## config.mk

```make
export PLATFORM = sky130hd
export DESIGN_NAME = voice_preamp_dc_block_limiter_top
export DESIGN_NICKNAME = d
export VERILOG_FILES = /design/src/hw/rtl/vpdc_pkg.sv /design/src/hw/rtl/vpdc_front.sv /design/src/hw/rtl/vpdc_fifo.sv /design/src/hw/rtl/vpdc_back.sv /design/src/hw/rtl/voice_preamp_dc_block_limiter_top.sv
export SDC_FILE = /design/constraint.sdc
export NUM_CORES = 2
export LEC_CHECK = 0
export ABC_AREA = 1
export BUFFER_PORTS_ARGS = -buffer_cell sky130_fd_sc_hd__buf_2
export CAP_MARGIN = 40
export CORE_ASPECT_RATIO = 1.4
export CORE_UTILIZATION = 25
export DETAILED_ROUTE_END_ITERATION = 6
export GPL_TIMING_DRIVEN = 0
export HOLD_SLACK_MARGIN = 0.03
export PLACE_DENSITY_LB_ADDON = 0.08
export SLEW_MARGIN = 0
export SYNTH_ARGS = -nofsm -noshare
export SYNTH_HDL_FRONTEND = slang
export SYNTH_SLANG_ARGS = --single-unit
```

## constraint.sdc

```tcl
create_clock -name i_clk -period 17.1 [get_ports i_clk]
set_input_delay 5.13 -clock i_clk [delete_from_list [all_inputs] [get_ports i_clk]]
set_output_delay 5.13 -clock i_clk [all_outputs]
set_load 0.01 [all_outputs]
```

## src/hw/rtl/vpdc_pkg.sv

```systemverilog
// ----------------------------------------------------------------------------
// vpdc_pkg
// Types and constants of the voice preamp / DC blocker / limiter.
// ----------------------------------------------------------------------------
package vpdc_pkg;

    localparam int QUEUE_DEPTH = 4;
    localparam int PADDR_W     = 3;

    localparam logic REG_STEREO = 1'b0;
    localparam logic REG_LIMIT  = 1'b1;

    localparam logic [14:0] LIMIT_RESET = 15'd28000;

    // floor(p / 13) = (p * ceil(2^24 / 13)) >> 24, exact for p < 2^20
    localparam int          GAIN_SHIFT = 24;
    localparam logic [20:0] GAIN_RECIP = 21'd1290556;

    // floor(c / 25) = (c * ceil(2^28 / 25)) >> 28, exact for c < 2^23
    localparam int          DECAY_SHIFT = 28;
    localparam logic [23:0] DECAY_RECIP = 24'd10737419;
    localparam logic [7:0]  DECAY_BIAS  = 8'd199;

    typedef struct packed {
        logic signed [15:0] sample_in;
        logic               start_of_stream;
    } t_in_word;

    typedef struct packed {
        logic signed [15:0] sample_out;
        logic               channel_index;
        logic               was_limited;
    } t_out_word;

    typedef struct packed {
        logic signed [17:0] delta;
        logic               chan;
        logic               sos;
    } t_cmd;

endpackage

```

## src/hw/rtl/vpdc_front.sv

```systemverilog
// ----------------------------------------------------------------------------
// vpdc_front
// Accepts words, assigns the channel, applies the 200/130 gain and forms
// the input difference x - x_prev per channel.
// ----------------------------------------------------------------------------
module vpdc_front
    import vpdc_pkg::*;
(
    input  logic     i_clk,
    input  logic     i_rst_n,
    input  logic     i_stereo,
    input  logic     i_valid,
    output logic     o_ready,
    input  t_in_word i_data,
    output logic     o_cmd_valid,
    input  logic     i_cmd_ready,
    output t_cmd     o_cmd
);

    logic               r_par;
    logic               r_f1_v;
    logic               r_f1_neg;
    logic               r_f1_ch;
    logic               r_f1_sos;
    logic [19:0]        r_f1_mag20;
    logic               r_f2_v;
    logic               r_f2_ch;
    logic               r_f2_sos;
    logic signed [16:0] r_f2_x;
    logic signed [16:0] r_xp [2];

    logic               f1_ready;
    logic               f2_ready;
    logic               accept;
    logic               push;
    logic               par_cur;
    logic               ch_in;
    logic [15:0]        raw_u;
    logic [15:0]        mag16;
    logic [19:0]        mag20;
    logic [40:0]        gain_prod;
    logic [16:0]        gain_q;
    logic signed [16:0] q_s;
    logic signed [16:0] x_new;
    logic signed [16:0] xp;

    assign f2_ready = !r_f2_v || i_cmd_ready;
    assign f1_ready = !r_f1_v || f2_ready;
    assign o_ready  = f1_ready;
    assign accept   = i_valid && f1_ready;
    assign push     = r_f2_v && i_cmd_ready;

    assign par_cur = i_data.start_of_stream ? 1'b0 : r_par;
    assign ch_in   = i_stereo & par_cur;
    assign raw_u   = i_data.sample_in;
    assign mag16   = raw_u[15] ? (~raw_u + 16'd1) : raw_u;
    assign mag20   = {mag16, 4'b0000} + {2'b00, mag16, 2'b00};

    assign gain_prod = 41'(r_f1_mag20) * 41'(GAIN_RECIP);
    assign gain_q    = gain_prod[GAIN_SHIFT +: 17];
    assign q_s       = $signed(gain_q);
    assign x_new     = r_f1_neg ? -q_s : q_s;

    assign xp = r_f2_sos ? 17'sd0 : r_xp[r_f2_ch];

    assign o_cmd_valid = r_f2_v;
    assign o_cmd.delta = {r_f2_x[16], r_f2_x} - {xp[16], xp};
    assign o_cmd.chan  = r_f2_ch;
    assign o_cmd.sos   = r_f2_sos;

    always_ff @(posedge i_clk) begin
        if (!i_rst_n) begin
            r_par   <= 1'b0;
            r_f1_v  <= 1'b0;
            r_f2_v  <= 1'b0;
            r_xp[0] <= '0;
            r_xp[1] <= '0;
        end else begin
            if (accept) begin
                r_par <= ~par_cur;
            end
            if (f1_ready) begin
                r_f1_v <= i_valid;
            end
            if (f2_ready) begin
                r_f2_v <= r_f1_v;
            end
            if (push) begin
                if (r_f2_sos) begin
                    r_xp[~r_f2_ch] <= '0;
                end
                r_xp[r_f2_ch] <= r_f2_x;
            end
        end
    end

    always_ff @(posedge i_clk) begin
        if (accept) begin
            r_f1_neg   <= raw_u[15];
            r_f1_ch    <= ch_in;
            r_f1_sos   <= i_data.start_of_stream;
            r_f1_mag20 <= mag20;
        end
        if (f2_ready && r_f1_v) begin
            r_f2_x   <= x_new;
            r_f2_ch  <= r_f1_ch;
            r_f2_sos <= r_f1_sos;
        end
    end

endmodule

```

## src/hw/rtl/vpdc_fifo.sv

```systemverilog
// ----------------------------------------------------------------------------
// vpdc_fifo
// Short command queue between front and back.
// ----------------------------------------------------------------------------
module vpdc_fifo
    import vpdc_pkg::*;
#(
    parameter int DEPTH = QUEUE_DEPTH
) (
    input  logic i_clk,
    input  logic i_rst_n,
    input  logic i_valid,
    output logic o_ready,
    input  t_cmd i_cmd,
    output logic o_valid,
    input  logic i_ready,
    output t_cmd o_cmd
);

    localparam int AW = (DEPTH > 1) ? $clog2(DEPTH) : 1;
    localparam int CW = $clog2(DEPTH + 1);

    t_cmd          r_mem [DEPTH];
    logic [AW-1:0] r_wr;
    logic [AW-1:0] r_rd;
    logic [CW-1:0] r_cnt;

    logic          push;
    logic          pop;

    assign o_ready = (r_cnt != CW'(DEPTH));
    assign o_valid = (r_cnt != '0);
    assign push    = i_valid && o_ready;
    assign pop     = o_valid && i_ready;
    assign o_cmd   = r_mem[r_rd];

    always_ff @(posedge i_clk) begin
        if (!i_rst_n) begin
            r_wr  <= '0;
            r_rd  <= '0;
            r_cnt <= '0;
        end else begin
            if (push) begin
                r_wr <= (r_wr == AW'(DEPTH - 1)) ? '0 : r_wr + 1'b1;
            end
            if (pop) begin
                r_rd <= (r_rd == AW'(DEPTH - 1)) ? '0 : r_rd + 1'b1;
            end
            unique case ({push, pop})
                2'b10:   r_cnt <= r_cnt + 1'b1;
                2'b01:   r_cnt <= r_cnt - 1'b1;
                default: r_cnt <= r_cnt;
            endcase
        end
    end

    always_ff @(posedge i_clk) begin
        if (push) begin
            r_mem[r_wr] <= i_cmd;
        end
    end

endmodule

```

## src/hw/rtl/vpdc_back.sv

```systemverilog
// ----------------------------------------------------------------------------
// vpdc_back
// Per-channel feedback y = delta + y_prev*995/1000, clamp, output register.
// ----------------------------------------------------------------------------
module vpdc_back
    import vpdc_pkg::*;
(
    input  logic        i_clk,
    input  logic        i_rst_n,
    input  logic [14:0] i_limit,
    input  logic        i_cmd_valid,
    output logic        o_cmd_ready,
    input  t_cmd        i_cmd,
    output logic        o_valid,
    input  logic        i_ready,
    output t_out_word   o_data
);

    logic signed [26:0] r_yp [2];
    logic               r_o_v;
    t_out_word          r_o_data;

    logic               take;
    logic signed [26:0] yp;
    logic               yp_neg;
    logic [26:0]        yp_u;
    logic [26:0]        mag;
    logic [27:0]        biased;
    logic [24:0]        c25;
    logic [48:0]        dprod;
    logic [20:0]        dq;
    logic [26:0]        dmag;
    logic signed [26:0] dec;
    logic signed [26:0] y;
    logic signed [26:0] lim;
    logic signed [26:0] lim_n;
    logic signed [26:0] clamped;
    logic               limited;

    assign o_cmd_ready = !r_o_v || i_ready;
    assign take        = i_cmd_valid && o_cmd_ready;

    // trunc(y*995/1000) = sign(y) * (|y| - ceil(|y|/200))
    assign yp     = i_cmd.sos ? 27'sd0 : r_yp[i_cmd.chan];
    assign yp_neg = yp[26];
    assign yp_u   = yp;
    assign mag    = yp_neg ? (~yp_u + 27'd1) : yp_u;
    assign biased = {1'b0, mag} + 28'(DECAY_BIAS);
    assign c25    = biased[27:3];
    assign dprod  = 49'(c25) * 49'(DECAY_RECIP);
    assign dq     = dprod[DECAY_SHIFT +: 21];
    assign dmag   = mag - 27'(dq);
    assign dec    = yp_neg ? -$signed(dmag) : $signed(dmag);
    assign y      = {{9{i_cmd.delta[17]}}, i_cmd.delta} + dec;

    assign lim   = $signed({12'd0, i_limit});
    assign lim_n = -lim;

    always_comb begin
        clamped = y;
        limited = 1'b0;
        priority if (y > lim) begin
            clamped = lim;
            limited = 1'b1;
        end else if (y < lim_n) begin
            clamped = lim_n;
            limited = 1'b1;
        end
    end

    assign o_valid = r_o_v;
    assign o_data  = r_o_data;

    always_ff @(posedge i_clk) begin
        if (!i_rst_n) begin
            r_o_v   <= 1'b0;
            r_yp[0] <= '0;
            r_yp[1] <= '0;
        end else begin
            if (o_cmd_ready) begin
                r_o_v <= i_cmd_valid;
            end
            if (take) begin
                if (i_cmd.sos) begin
                    r_yp[~i_cmd.chan] <= '0;
                end
                r_yp[i_cmd.chan] <= y;
            end
        end
    end

    always_ff @(posedge i_clk) begin
        if (take) begin
            r_o_data.sample_out    <= clamped[15:0];
            r_o_data.channel_index <= i_cmd.chan;
            r_o_data.was_limited   <= limited;
        end
    end

endmodule

```

## src/hw/rtl/voice_preamp_dc_block_limiter_top.sv

```systemverilog
// ----------------------------------------------------------------------------
// voice_preamp_dc_block_limiter_top
// Preamp gain 200/130, one-pole DC blocker and symmetric limiter for PCM.
// ----------------------------------------------------------------------------
// Takes one word per clock and delivers one word per clock when the sink
// keeps up. Accepted words pass front registers f1 and f2, the queue and the
// back output register. The per-channel filter feedback (reciprocal
// multiply by 1/200 plus add) closes combinationally in the back stage, so
// the same channel can be fed every cycle. A short queue between front and
// back absorbs output stalls. Registers: 0x0 stereo_mode, 0x4 limit_level.
// ----------------------------------------------------------------------------
module voice_preamp_dc_block_limiter_top
    import vpdc_pkg::*;
#(
    parameter int Q_DEPTH = QUEUE_DEPTH
) (
    input  logic               i_clk,
    input  logic               i_rst_n,
    input  logic               i_valid,
    output logic               o_ready,
    input  t_in_word           i_data,
    output logic               o_valid,
    input  logic               i_ready,
    output t_out_word          o_data,
    input  logic               psel,
    input  logic               penable,
    input  logic               pwrite,
    input  logic [PADDR_W-1:0] paddr,
    input  logic [31:0]        pwdata,
    output logic [31:0]        prdata,
    output logic               pready
);

    logic        r_stereo;
    logic [14:0] r_limit;

    logic        cfg_wr;
    logic        fq_valid;
    logic        fq_ready;
    t_cmd        fq_cmd;
    logic        qb_valid;
    logic        qb_ready;
    t_cmd        qb_cmd;

    assign pready = 1'b1;
    assign cfg_wr = psel && penable && pwrite;

    always_ff @(posedge i_clk) begin
        if (!i_rst_n) begin
            r_stereo <= 1'b0;
            r_limit  <= LIMIT_RESET;
        end else if (cfg_wr) begin
            unique case (paddr[2])
                REG_STEREO: r_stereo <= pwdata[0];
                REG_LIMIT:  r_limit  <= pwdata[14:0];
                default:    r_stereo <= r_stereo;
            endcase
        end
    end

    always_comb begin
        unique case (paddr[2])
            REG_STEREO: prdata = {31'd0, r_stereo};
            REG_LIMIT:  prdata = {17'd0, r_limit};
            default:    prdata = '0;
        endcase
    end

    vpdc_front u_front (
        .i_clk       (i_clk),
        .i_rst_n     (i_rst_n),
        .i_stereo    (r_stereo),
        .i_valid     (i_valid),
        .o_ready     (o_ready),
        .i_data      (i_data),
        .o_cmd_valid (fq_valid),
        .i_cmd_ready (fq_ready),
        .o_cmd       (fq_cmd)
    );

    vpdc_fifo #(
        .DEPTH (Q_DEPTH)
    ) u_fifo (
        .i_clk   (i_clk),
        .i_rst_n (i_rst_n),
        .i_valid (fq_valid),
        .o_ready (fq_ready),
        .i_cmd   (fq_cmd),
        .o_valid (qb_valid),
        .i_ready (qb_ready),
        .o_cmd   (qb_cmd)
    );

    vpdc_back u_back (
        .i_clk       (i_clk),
        .i_rst_n     (i_rst_n),
        .i_limit     (r_limit),
        .i_cmd_valid (qb_valid),
        .o_cmd_ready (qb_ready),
        .i_cmd       (qb_cmd),
        .o_valid     (o_valid),
        .i_ready     (i_ready),
        .o_data      (o_data)
    );

endmodule

```

# After elaboration in Yosys (flattened, before gate mapping)
# Memories as Yosys holds them, arrays and structs flattened. A register that Yosys moved wholly into a read port is not among the register bits.
# Cells that the tools add are included.
# W data, S select, Z words.
# totals
in_bits	59
register_bits	87
word_cells	118
ramBits	168
n_memories	3
# classes
n_eq_ne	5
bitwise	7
n_mux	45
reduce_logical	20
addsub	14
mul	2
magnitude_cmp	2
# mem_list
memory	words	word_bits	read_ports	rd_clocked_by_memory_dff	wr	line_no	source
u_fifo.r_mem	4	20	1	1	1	vpdc_fifo.sv:23	t_cmd r_mem [DEPTH];
u_back.r_yp	2	27	1	0	2	vpdc_back.sv:19	logic signed [26:0] r_yp [2];
u_front.r_xp	2	17	1	1	2	vpdc_front.sv:30	logic signed [16:0] r_xp [2];
# op_table
op	n
$mux W27	5
$mux W17	4
$pmux W32 S2	1
$reduce_or A27 Y1	2
$mul A25 B24 Y49 const B	1
$mul A20 B19 Y39 const B	1
$reduce_or A17 Y1	2
$mux W16	2
$add A27 B8 Y28 const B	1
$add A27 B1 Y27 const B	1
$add A27 B27 Y27	1
$gt A27 B16 Y1	1
$lt A27 B27 Y1	1
$mux W1	27
$neg A15 Y27	1
$neg A27 Y27	1
$not A27 Y27	1
$sub A27 B21 Y27	1
$add A20 B18 Y20	1
$sub A17 B17 Y18	1
$neg A17 Y17	1
$add A16 B1 Y16 const B	1
$not A16 Y16	1
$mux W15	1
16 further kinds	35

# Logic depth before layout (Yosys ltp)
# An unclocked memory read counts as a cell.
# logic_depth
depth_word	14
ltp_mapped	95
depth_no_buf	93

# Cells and area by module
# From an unflattened synthesis, not the netlist that was laid out.
# unflattened
hier_cells	4743
hier_area_um2	37928.9
# by_module_without_submodules
module	cells_per_inst	instances	area_per_inst_um2
vpdc_back	2806	1	21501.9
vpdc_front	1528	1	12054.1
vpdc_fifo	263	1	3430.8
voice_preamp_dc_block_limiter_top	146	1	942.2

# Least setup slack after synthesis
# OpenSTA, ideal clock, no wires.
# synth_path
path_kind	reg-to-reg
startpoint	reg (tool-made name)
endpoint	reg u_back.r_o_data, in the netlist u_back.o_data[17] (data pin)
stages_incl_launch_ff	80
path_slack_ps	3485
required_time_ps	16851
t_arrival_ps	13366
setup_time_ps	249
path_cell_list	dfxtp_1 inv_2 buf_4 nand2_2 nand3_2 nand2_4 inv_2 nor3_4 nand2_1 xor2_1 nand3_2 nor2_4 nor2_4 nor2_8 nand3_4 nor2_4 inv_2 nor2_1 (+44 left out) nand2_1 nand3_1 nand2_1 clkinv_1 nand4_4 nand2_1 ha_1 nand2_1 nor2_1 nand2_1 inv_1 nand2_1 nand3_1 nand2_2 buf_2 o21ai_0 nand2_1 inv_2
# synth_lines
element	line_no	source
to (decl)	vpdc_back.sv:21	t_out_word r_o_data;

==> results.tsv <==
metric	value	unit
# DRC	0	
WL/cell	19.10	µm
antenna violations before repair	1	
hold-fix buffers at CTS	0	
Core Util, Final	0.2855	
max cap viols	0	
Fillers	15440	
Post-Synth XOR/XNOR Area	0.05147	
layout cell share with drive strength beyond 1	0.08832	
grt ovf	0	
worst skew pair latency	0.59	ns
synthesis-stage register bit count	256	
post-synthesis simple-gate area fraction	0.1559	
Port Buf Inserts	72	
fmax	62.41	MHz
fraction of registers with async set/reset	0	
CP most frequent cell	nand2_1	
Compound-Gate Fraction of Synth Area	0.08252	
core area	141300	µm²
top cells by area, synth	ha_1 19%, fa_1 19%, edfxtp_1 19%	
Post-Place Worst Slack	-0.6788	ns
PnR worst setup slack	1.076	ns
pins over their slew limit	0	
root buffer cell	clkbuf_16	
CP max stage cell	fa_1	
die area	144500	µm²
met1 GRT Util	0.1726	
io pins	112	
vias in the first global route	29280	
part of the cycle the worst path needs	0.9371	
die height	449.4	µm
synth warn	0	
Worst Setup End Kind	flop	
Cells after Synth	4199	
via/cell ratio	4.301	
FP Rows	163	
final hold vios	0	
final non-filler cell total	6291	
P&R area growth vs syn	12.90	%
post-synthesis adder-cell area fraction	0.3876	
Yosys top cell area share	0.1943	
mux cell area share after synthesis	0	
clk sink count	256	
Iteration-0 DRC Markers	1015	
global-route met2 utilization	0.3490	
Worst path max stage delay	0.54	ns
Routability Congestion	0.8575	
CP arrival	16.37	ns
Setup Skew	0.02662	ns
synthesized area	35740	µm²
Synth Flop Type	edfxtp_1	
CTS tree	yes	
family with the most delay on the worst path	simple AND/OR/NAND/NOR gates	
Clock transition at path regs	0.08	ns
largest net degree at the start of global routing	21	
Synth cell types	61	
Final Critical Period	16.02	ns
busiest grt layer	met2	
fin nets	5333	
Die W	321.5	µm
Worst Setup Path Type	reg2reg	
largest family of logic cells by synthesized area	adder cells	
critical path depth	81	
placed cell count	6227	
Hold Path Stages	0	
final setup vio count	0	
Seq/Total Area, Yosys	0.2067	
cell taking the most area after synthesis	ha_1	
outcome	finished clean	
Total Routing Usage GR	0.1674	
clock tree buffer depth	3	
WP buf/inv	14	
H-tree Lvls	1	
Min-Delay Path Class	reg2reg	
Post-synth EDFFs	226	
Num CTS Buffers	26	
detailed-route via count	27060	
met3 Use GR	0.01008	
total routed wirelength	120.2	mm
global-route wire length before repair	180.2	mm
DRT Pass-1 Iters	5	
initial core utilization	0.2529	
Reg2Reg Depth	81	
Post-DP HPWL	105.3	mm
Max FO, Critical Path	10	
max_slew headroom	0.4304	
WP data required	17.44	ns
Slew @ Worst Pin	0.8544	ns
Worst setup SP type	flop	
Post-DRT Antenna Nets	0	
Avg Cell Area, Syn	8.511	µm²
Post-Route Setup TNS	0	ns
## metrics by stage
step	area [µm²]	hold slack [ns]
after floorplan	35840	0.4003
final	40350	0.4244
after global placement	38570	0.4222
after detailed placement	39020	0.4287
after global routing	40350	0.4357
after CTS	39970	0.4299
## layout make-up
class / count / area [µm²] / share of cell area
repair buffers: 121 / 913.4 / 0.02264
diodes: 1 / 2.502 / 0.00006202
inverters: 986 / 3715 / 0.09207
multi-input cells: 2909 / 24720 / 0.6126
flip-flops and latches: 256 / 7388 / 0.1831
well taps: 1897 / 2374 / 0.05883
clock buffers: 32 / 694.4 / 0.01721
clock inverters: 15 / 103.9 / 0.002574
plain buffers: 74 / 441.7 / 0.01095
## layout by cell type (no fill, tap or decap), types with 27 or more instances in the layout
| master | n |
|---|---|
| fa_1 | 345 |
| o21ai_0 | 176 |
| edfxtp_1 | 226 |
| inv_1 | 946 |
| nand3b_1 | 33 |
| buf_2 | 80 |
| nand3_2 | 28 |
| nand4_1 | 40 |
| buf_4 | 55 |
| nor2_1 | 357 |
| clkbuf_1 | 40 |
| a21oi_1 | 207 |
| dfxtp_1 | 29 |
| xnor2_1 | 59 |
| xor2_1 | 119 |
| inv_2 | 35 |
| nand2_1 | 579 |
| ha_1 | 555 |
| conb_1 | 28 |
| clkbuf_16 | 27 |
| nand3_1 | 100 |
## per-layer routing
layer  up-vias  share of wire
li1      13620              -
met1     13040           0.37
met2       286           0.59
met3       106          0.017
met4         0          0.030
met5         -              0
## kinds of logic after synthesis
logic type | count (synthesis)
AO/OA/AOI/OAI | 524
XOR/XNOR | 204
adder cells (fa/ha/maj) | 900
buffers and inverters | 1060
flip-flops | 256
other | 2
AND/OR/NAND/NOR | 1253
## timing repair
action                                  CTS  global route
endpoints found under the setup margin   17            17
setup buffers                             2            14
gates resized for setup                  19            52
pin swaps                                 2            13
## cells in the mapped netlist, types with 5 or more instances
library cell    n
a21boi_0        5
nor2_1        364
xnor2_1        64
nand3_2        25
inv_1         949
buf_4          22
nand2_1       584
o21ai_0       178
o22ai_1        18
nor2_2         10
edfxtp_1      226
nand3_1       105
clkbuf_1       36
inv_2          35
xor2_2          5
a31oi_1        21
nor3_1         25
nand2_2        23
buf_2           8
or2_2          11
o211ai_1        9
a21o_1         13
nand4_1        40
nor2_4          8
ha_1          555
nand2_4         5
nor4_1          7
o21a_1         14
fa_1          345
xor2_1        133
o31ai_1         5
a211oi_1        7
o21bai_1       21
dfxtp_1        30
buf_6           8
nand3b_1       33
a21oi_1       212
## state kept, by name (all words and copies together), names as in the netlist, named ones only
| register | count |
|---|---|
| u_front.r_f1_v | 1 |
| u_front.r_par | 1 |
| u_front.r_f2_ch | 1 |
| r_stereo | 1 |
| u_front.r_xp | 34 |
| u_front.r_f1_mag20 | 18 |
| u_fifo.r_cnt | 3 |
| u_back.r_yp | 54 |
| u_front.r_f1_neg | 1 |
| u_front.r_f1_sos | 1 |
| u_front.o_cmd_valid | 1 |
| u_back.o_data | 18 |
| u_fifo.r_wr | 2 |
| u_front.r_f2_sos | 1 |
| r_limit | 15 |
| u_fifo.r_rd | 2 |
| u_fifo.r_mem | 80 |
| u_front.r_f1_ch | 1 |
| u_front.r_f2_x | 17 |
| u_back.o_valid | 1 |
## path summary, 6_finish.rpt
path | slack [ns] | startpoint | to
max | 1.08 | flop | u_back.o_data[17]
min | 0.42 | u_front.r_f1_sos | u_front.r_f2_sos
max reg2reg | 1.08 | flop | u_back.o_data[17]
min reg2reg | 0.42 | u_front.r_f1_sos | u_front.r_f2_sos
## worst register-to-register path: cells and delay by family (launching register included)
| kind | cells | cell delay [ns] |
|---|---|---|
| adder cells (fa/ha/maj) | 11 | 4.51 |
| flip-flops | 1 | 0.39 |
| AO/OA/AOI/OAI | 15 | 3.28 |
| XOR/XNOR | 3 | 0.87 |
| AND/OR/NAND/NOR | 38 | 5.39 |
| buffers and inverters | 14 | 1.35 |
Power is not shown: default switching activity piles up to over one toggle a cycle in this logic, so the estimate is an artifact.
